### config.mk
export PLATFORM = sky130hd
export DESIGN_NAME = bcm_ram
export DESIGN_NICKNAME = d
export VERILOG_FILES = /design/src/rtl/bcm_ram.sv
export SDC_FILE = /design/constraint.sdc
export NUM_CORES = 1
export LEC_CHECK = 0
export BUFFER_PORTS_ARGS = -buffer_cell sky130_fd_sc_hd__buf_2
export CAP_MARGIN = 20
export CORE_MARGIN = 3
export CORE_UTILIZATION = 27
export DETAILED_ROUTE_END_ITERATION = 16
export GPL_TIMING_DRIVEN = 0
export PLACE_DENSITY = 0.49
export SYNTH_ARGS = -nofsm -noshare
export SYNTH_HDL_FRONTEND = slang
export SYNTH_SLANG_ARGS = --single-unit
### constraint.sdc
create_clock -name clk -period 3.5 [get_ports clk]
set_input_delay 0.175 -clock clk [delete_from_list [all_inputs] [get_ports clk]]
set_output_delay 0.175 -clock clk [all_outputs]
set_load 0.02 [all_outputs]
### src/rtl/bcm_ram.sv
`timescale 1ns / 1ps
`default_nettype none

module bcm_ram #(
	parameter int unsigned WIDTH = 8,
	parameter int unsigned DEPTH = 64
) (
	input  wire                                        clk,
	input  wire                                        we,
	input  wire  [(DEPTH > 1 ? $clog2(DEPTH) : 1)-1:0] waddr,
	input  wire  [WIDTH-1:0]                           wdata,
	input  wire  [(DEPTH > 1 ? $clog2(DEPTH) : 1)-1:0] raddr,
	output logic [WIDTH-1:0]                           rdata
);

	logic [WIDTH-1:0] mem_q [DEPTH];

	always_ff @(posedge clk) begin
		if (we) begin
			mem_q[waddr] <= wdata;
		end
		rdata <= mem_q[raddr];
	end

endmodule

`default_nettype wire

==> out/metrics.csv <==
stage,metric,value,unit
die,total die area,78000,um^2
timing,Final Max Slew Viols,0,
logic_synthesis,unique cell type count in the Yosys netlist,40,
logic_synthesis,Yosys warnings,0,
die,die span in x,279,um
grt,first-pass GRT wire length,75800,um
logic_synthesis,Yosys top cell by area,edfxtp_1,
logic_synthesis,Post-Syn Instances,940,
logic_synthesis,"flops & latches, synth",520,
critical_path,CP startpoint kind,primary input,
routing,initial DRC count,958,
routing,post-route ant nets,0,
timing,Worst Skew,12.9,ps
clock_tree,clock slew at reported path FFs,60,ps
power_and_ir_drop,combinational power share,5.6,%
critical_path,CP endpoint kind,flop,
clock_tree,H-tree depth,2,
timing,unrepaired setup endpoints after global routing,false,
status,status,completed,
power_and_ir_drop,Pwr Total,13.2,mW
clock_tree,clock sink count,520,
clock_tree,deepest clock path buffer count,3,
routing,DRT Wirelength,52700,um
logic_synthesis,"Seq/Total Area, Yosys",77.0,%
place,GP Congestion,0.816,
power_and_ir_drop,Cell Int Power,10.4,mW
timing,setup TNS,0,ps
routing,via/cell ratio,4.83,
layout,Nets,1046,
routing,Detailed Routing Iterations Pass 1,5,
logic_synthesis,Synth area leaders,"edfxtp_1 76%, mux4_2 14%, nor2_1 1.5%",
critical_path,CP peak stage delay,990,ps
critical_path,CP max stage cell,o41ai_1,
critical_path,CP bufs+invs,4,
critical_path,crit-path cells,buf_2 -> buf_4 -> clkbuf_1 -> buf_2 -> o221ai_1 -> o21a_1 -> o41ai_1,
logic_synthesis,syn_area_per_cell,21.5,um^2
power_and_ir_drop,Pleak,7.13,nW
power_and_ir_drop,clock power share,42.3,%
critical_path,Setup CP Type,primary input to flop,
routing,wire per inst,26.0,um
power_and_ir_drop,part of the power in registers,52.1,%
power_and_ir_drop,"IR drop worst, VDD",340,uV
grt,via count of the first global-routing pass,10256,
clock_tree,Inserted Clock Buffers,53,
timing,Tmin final,2850,ps
layout,sequential cell area,15500,um^2
critical_path,most frequent CP cell,buf_2,
routing,Vias,9804,
logic_synthesis,Post-Syn Area,20200,um^2
timing,Finish-stage setup viols,0,
hold_path,hold crit path type,primary input to flop,
place,post-DP HPWL,35000,um
timing,"Period Utilization, post-route",81.4,%
layout,filler instances,7004,
power_and_ir_drop,switching power,2.81,mW
die,# rows,99,
place,Port-buffer cells,21,
layout,multi-input gate area in the final layout,4330,um^2
grt,Congestion Overflow GR,0,
grt,All-Layer GR Usage,13.6,%
flow_run,Max-cap violations,0,
clock_tree,Hold Buf Count CTS,0,
timing,Worst Max-Slew Pin Slew,1220,ps
power_and_ir_drop,switching portion of total power,21.2,%
layout,Layout Area Growth over Synthesis,15.9,%
critical_path,Worst Path Max Fanout,10,
timing,final hold vios,0,
routing,DR DRC count,0,
timing,Rel. slew slack,17.7,%
layout,share of layout cells above drive strength 1,26.0,%
logic_synthesis,syn_nets,962,
grt,initial antenna violation count,5,
critical_path,CP Data Arrival Time,3230,ps
clock_tree,CTS tree,done,
die,Starting Density,27.5,%
logic_synthesis,area share of the largest cell type after synthesis,76.2,%
clock_tree,post-CTS sizing,0,
die,Core Area,73500,um^2
timing,setup ws final,650,ps
clock_tree,Post CTS Setup Buffer Count,0,
grt,largest net degree at the start of global routing,65,
die,die height,279,um
critical_path,CP required,3880,ps
critical_path,Top delay family on crit path,buffers and inverters,
place,pre-CTS WS,274,ps
clock_tree,worst skew pair latency,600,ps
timing,Fmax,0.351,GHz
clock_tree,root buf cell,clkbuf_16,
power_and_ir_drop,PwrDens,567,nW/um^2
die,# IOs,30,
==> flip-flops by register name, indices dropped and copies added, names as in the netlist <==
signal	count
mem_q	512
rdata	8
==> layout by cell type (no fill, tap or decap), types with 14 or more instances in the layout <==
cell / instances
edfxtp_1: 512
clkbuf_16: 55
nor2_1: 83
clkinv_1: 14
mux4_2: 126
mux2i_1: 23
clkbuf_1: 25
nand2_1: 19
nor2b_1: 14
buf_2: 32
==> layer usage <==
layer | vias to the layer above | share of wire [%] | global-route usage [%]
met5 | - | 0.20 | 0.916
li1 | 4107 | - | -
met1 | 5278 | 43 | 18.4
met4 | 4 | 2.9 | 4.71
met2 | 319 | 46 | 20.6
met3 | 96 | 7.4 | 4.17
==> per-stage QoR <==
step	hold WS (ps)	cells	cell area (um^2)	utilization (%)
after global placement	593	1920	21500	29.2
after floorplan	274	940	20200	-
after CTS	4.36	2024	23300	31.8
final	10.0	2028	23400	31.8
after global routing	10.0	2027	23400	31.8
after detailed placement	592	1927	21600	29.4
==> path summary, 6_finish.rpt <==
path | cells past startpoint | slack (ps) | from | end
setup reg to reg | 4 | 990 | mem_q[3][3]$_DFFE_PP_ | rdata[3]$_DFF_P_
hold reg to reg | 4 | 1050 | mem_q[22][2]$_DFFE_PP_ | rdata[2]$_DFF_P_
setup / recovery | 7 | 650 | raddr[2] | rdata[5]$_DFF_P_
hold / removal | 1 | 10 | wdata[5] | mem_q[37][5]$_DFFE_PP_
==> power by group through the flow <==
stage | clock network (mW) | registers (mW) | logic [mW]
floorplan | 0 | 7.05 | 0.367
CTS | 5.74 | 6.90 | 0.743
finish | 5.60 | 6.90 | 0.740
global route | 5.97 | 6.90 | 0.786
detailed placement | 0 | 7.04 | 0.742
global placement | 0 | 7.04 | 0.717
==> cell usage after synthesis (all sizes together) <==
cell type / instances
a21oi: 3
nand3b: 3
or3: 1
nor2: 83
a211oi: 4
o41ai: 2
o32ai: 2
mux2i: 23
buf: 34
nand2b: 7
o21ai: 4
a22oi: 3
o221a: 2
o2111ai: 3
a31oi: 1
edfxtp: 512
o221ai: 8
a2111oi: 2
nand4b: 1
mux4: 126
clkbuf: 17
dfxtp: 8
nand4: 2
o311ai: 1
a221oi: 6
nor4: 2
nand3: 13
o21a: 2
nand2: 19
and2: 1
o2bb2ai: 3
nor3: 7
o22ai: 8
mux2: 13
nor2b: 14
==> cells by family (layout without fill, tap and decap cells) <==
| logic type | after synthesis | count (layout) | share of synthesized area (%) |
|---|---|---|---|
| buf+inv | 51 | 177 | 1.57 |
| compound gates | 54 | 54 | 2.07 |
| flops | 520 | 520 | 77.0 |
| other cells | 0 | 3 | 0 |
| mux | 162 | 162 | 15.9 |
| simple gates | 153 | 153 | 3.39 |
==> area by class of cell <==
| class | count | share of cell area (%) |
|---|---|---|
| sequential | 520 | 66.5 |
| timing repair buffer | 29 | 1.14 |
| clock buffer | 66 | 6.20 |
| buffer | 51 | 1.35 |
| tap | 959 | 5.14 |
| antenna | 3 | 0.0321 |
| multi-input combinational | 369 | 18.5 |
| clock inverter | 31 | 1.14 |
Power figures use the tool's default switching activity.
