$ cat src/rtl/bcm_pkg.sv
`timescale 1ns / 1ps
`default_nettype none

package bcm_pkg;

	// Fixed field widths of the item formats
	localparam int unsigned SLOT_FIELD_W = 6;
	localparam int unsigned TAG_FIELD_W  = 48;
	localparam int unsigned LEN_W        = 5;
	localparam int unsigned LIMIT_W      = 5;
	localparam int unsigned BASE_W       = 3;

	// Widest tag that any MAX_BASES setting can hold (21 bases)
	localparam int unsigned TAG_PAD_W    = 63;

	localparam int unsigned TABLE_ENTRIES_DEF = 64;
	localparam int unsigned MAX_BASES_DEF     = 16;

	localparam logic [BASE_W-1:0] BASE_N = 3'd4;

	// Item kinds
	localparam logic OP_LOAD  = 1'b0;
	localparam logic OP_QUERY = 1'b1;

	// Register indexes
	localparam logic REG_LIMIT = 1'b0;
	localparam logic REG_WILD  = 1'b1;

	typedef struct packed {
		logic [LIMIT_W-1:0] mismatch_limit;
		logic               wildcard_enable;
	} cfg_t;

endpackage

`default_nettype wire

$ cat src/rtl/bcm_entry_cmp.sv
`timescale 1ns / 1ps
`default_nettype none

module bcm_entry_cmp #(
	parameter int unsigned MAX_BASES = 16
) (
	input  wire  bcm_pkg::cfg_t          cfg,
	input  wire  [3*MAX_BASES-1:0]       query_t1,
	input  wire  [3*MAX_BASES-1:0]       query_t2,
	input  wire  [bcm_pkg::LEN_W-1:0]    query_l1,
	input  wire  [bcm_pkg::LEN_W-1:0]    query_l2,
	input  wire  [3*MAX_BASES-1:0]       entry_t1,
	input  wire  [3*MAX_BASES-1:0]       entry_t2,
	input  wire  [bcm_pkg::LEN_W-1:0]    entry_l1,
	input  wire  [bcm_pkg::LEN_W-1:0]    entry_l2,
	output logic                         match
);

	import bcm_pkg::*;

	logic [MAX_BASES-1:0] miss1;
	logic [MAX_BASES-1:0] miss2;
	logic [LEN_W:0]       cnt1;
	logic [LEN_W:0]       cnt2;
	logic [LEN_W:0]       limit_x;
	logic                 ok1;
	logic                 ok2;

	always_comb begin
		for (int i = 0; i < MAX_BASES; i++) begin
			miss1[i] = (LEN_W'(i) < entry_l1) &&
				!((entry_t1[BASE_W*i +: BASE_W] == query_t1[BASE_W*i +: BASE_W]) ||
				  (cfg.wildcard_enable && query_t1[BASE_W*i +: BASE_W] == BASE_N));
			miss2[i] = (LEN_W'(i) < entry_l2) &&
				!((entry_t2[BASE_W*i +: BASE_W] == query_t2[BASE_W*i +: BASE_W]) ||
				  (cfg.wildcard_enable && query_t2[BASE_W*i +: BASE_W] == BASE_N));
		end
		cnt1    = (LEN_W+1)'($countones(miss1));
		cnt2    = (LEN_W+1)'($countones(miss2));
		limit_x = {1'b0, cfg.mismatch_limit};
		ok1     = (cnt1 <= limit_x);
		ok2     = (cnt2 <= limit_x);
		// Skip the second tag for single-index entries
		match   = (query_l1 >= entry_l1) && (query_l2 >= entry_l2) && ok1 &&
			((entry_l2 == '0) || ok2);
	end

endmodule

`default_nettype wire
$ cat config.mk
export PLATFORM = sky130hd
export DESIGN_NAME = bcm_entry_cmp
export DESIGN_NICKNAME = d
export VERILOG_FILES = /design/src/rtl/bcm_pkg.sv /design/src/rtl/bcm_entry_cmp.sv
export SDC_FILE = /design/constraint.sdc
export NUM_CORES = 1
export LEC_CHECK = 0
export BUFFER_PORTS_ARGS = -buffer_cell sky130_fd_sc_hd__buf_2
export CORE_AREA = 2 2 86 88
export DETAILED_ROUTE_END_ITERATION = 6
export DIE_AREA = 0 0 88 90
export PLACE_DENSITY = 0.84
export SLEW_MARGIN = 20
export SYNTH_ARGS = -nofsm -noshare
export SYNTH_HDL_FRONTEND = slang
export SYNTH_SLANG_ARGS = --single-unit
$ cat constraint.sdc
create_clock -name vclk -period 14.2
set_input_delay 2.84 -clock vclk [all_inputs]
set_output_delay 2.84 -clock vclk [all_outputs]
set_load 0.01 [all_outputs]
==> results.json <==
{
  "status": "finished, final reports clean",
  "routed-wl-met3_um": 677,
  "n_clock_buffer": 0,
  "yosysTopAreaCell": "xor2_1",
  "startpoint_type": "primary input",
  "num_rows": 31,
  "power.switching_uw": 247,
  "yosys_warnings": 0,
  "grt_overflow": 0,
  "pwr-share-comb": 1.000,
  "synthCells": 367,
  "place_inst": 676,
  "boundaryPins": 219,
  "syn-num-nets": 635,
  "maxCapViolations": 0,
  "synth_common_cells": "xor2_1, inv_1, ha_1, nor3_1, xnor2_1",
  "clkPwrFrac": 0,
  "grtUsageTotal": 0.220,
  "required_ps": 11360,
  "setup_tns_ps": 0,
  "grt_max_degree": 33,
  "critPathMaxStageDelay_ps": 580,
  "globalplace.congestion": 0.828,
  "avgRoutedWirePerCell_um": 14.0,
  "fp.dieH_um": 90,
  "vdd_drop_max_uv": 87.4,
  "syn_avg_cell_area_um2": 8.03,
  "antenna_cells": 0,
  "p_seq_frac": 0,
  "worstPathCellList": "buf_2, nor3_1, a32o_1, a31oi_1, fa_1, fa_1, fa_1, inv_1, fa_1, inv_1, ha_1, inv_1, fa_1, nor2b_1, o21a_1, ha_1, and3_2, a221o_1, a2111oi_2, buf_2",
  "antenna_left": 0,
  "numPortBuffers": 219,
  "die-width_um": 88,
  "first_pass_iters": 6,
  "place_ws_ps": 3220,
  "viasPerCell": 5.17,
  "end_kind": "output pin",
  "grt_pass1_vias": 3661,
  "route.detailed.drc": 0,
  "start_util": 0.420,
  "yosysUniqueCellTypes": 39,
  "worst-setup-path-type": "primary input to output pin",
  "met2_length_um": 5340,
  "nNetsFinal": 847,
  "synthToLayoutAreaGrowth_pct": 39.7,
  "cp.arrival_ps": 8160,
  "placed_area_um2": 4120,
  "drt-initial-drc-count": 50,
  "timing.hold.ws_ps": 6290,
  "grt_pass1_wl_um": 14500,
  "netlist_area_um2": 2950,
  "antenna_found_initial": 0,
  "power_density_nw_per_um2": 119,
  "regArea_um2": 0,
  "cts_post_setup_buffers_inserted": 0,
  "cp_slowest_cell": "nor3_1",
  "synth_most_common_cell": "xor2_1",
  "design.seq.count": 0,
  "slew_headroom": 0.546,
  "hold_path_class": "primary input to output pin",
  "fin_area_um2": 4120,
  "period_share": 0.775,
  "tightest_slew_ps": 676,
  "wl_met1_um": 3280,
  "ys_seq_area_frac": 0,
  "crit_path_max_fanout": 6,
  "critPathMostFrequentCell": "fa_1",
  "p_leak_nw": 2.15,
  "rsz0062_at_grt": "no",
  "setup_viol": 0,
  "cts_hold_buf": 0,
  "dieArea_um2": 7920,
  "drive_gt1_frac": 0.399,
  "dp_hpwl_um": 8690,
  "netlist.area_leader.share": 0.214,
  "fmax_mhz": 90.9,
  "vias": 3496,
  "min_period_ps": 11000,
  "ctsResizeCount": 0,
  "report.final.slew_viol_count": 0,
  "ys_top_cells_by_area": "xor2_1, fa_1, ha_1",
  "layoutNonFillerInstCount": 676,
  "finalWorstSetupSlack_ps": 3200,
  "top_layer": "met4",
  "swShare": 0.506,
  "hold_viol_final": 0,
  "p_int_uw": 241,
  "core_um2": 7020,
  "wl_um": 9470
}
-- kinds of logic (layout without fill, tap and decap cells) --
kind of cell	count (synthesis)	count (layout)	share of synthesized area
compound gates	78	78	0.190
xor+xnor	94	94	0.280
fa+ha+maj	50	50	0.263
buf+inv	55	265	0.0756
simple gates	90	90	0.192
-- power groups by stage --
stage	sequential (mW)	combinational, mW	clock [mW]
3_5_place_dp	0	0.490	0
3_3_place_gp	0	0.448	0
4_1_cts	0	0.494	0
2_1_floorplan	0	0.357	0
5_1_grt	0	0.563	0
6_report	0	0.488	0
-- path summary, 6_finish.rpt --
kind	start	endpoint	slack [ps]	cells after the start
worst max-delay path	entry_l1[4]	match	3200	20
worst min-delay path	cfg[1]	match	6290	5
-- routing by layer --
metal  global-route usage  up-vias
li1                     -     1724
met2                0.465      163
met5                    0        -
met3               0.0239       18
met4               0.0462        0
met1                0.214     1591
-- stage by stage --
stage | power (mW) | util
2_1_floorplan | 0.357 | -
3_3_place_gp | 0.448 | 0.586
3_5_place_dp | 0.490 | 0.586
4_1_cts | 0.494 | 0.586
5_1_grt | 0.563 | 0.586
6_report | 0.488 | 0.586
-- cell usage in the layout, fill, tap and decap left out --
cell,instances
a2111oi_2,1
nor2b_1,2
o31ai_1,5
or3_1,5
o221a_2,2
a21o_2,2
and4_2,1
or3_4,1
and3_2,2
nor4bb_1,19
a21o_1,3
a222oi_1,1
a31oi_1,6
a32o_1,1
nor3b_1,2
o211ai_1,1
o21ai_0,10
xor2_1,72
nand3b_1,3
inv_1,46
nand2_1,5
a221o_1,1
a21oi_1,17
fa_1,20
a22o_1,1
buf_2,219
o21a_1,5
nor3_1,24
nor2_1,19
ha_1,30
a311oi_1,11
xnor2_1,22
nor3_4,1
nand3_1,6
a211oi_1,9
a221oi_2,1
a41oi_1,1
-- cell type report --
type / count / area, um2
fillers: 662 / 2910
repair buffers: 219 / 1100
well taps: 99 / 124
multi-input cells: 312 / 2720
inverters: 46 / 173
-- critical path: cells and delay by family --
kind / cells / cell delay (ps)
adder cells (fa/ha/maj): 7 / 2880
AO/OA/AOI/OAI: 5 / 1030
buffers and inverters: 5 / 510
AND/OR/NAND/NOR: 3 / 910
Note: power is estimated with default switching activity, not from simulation.
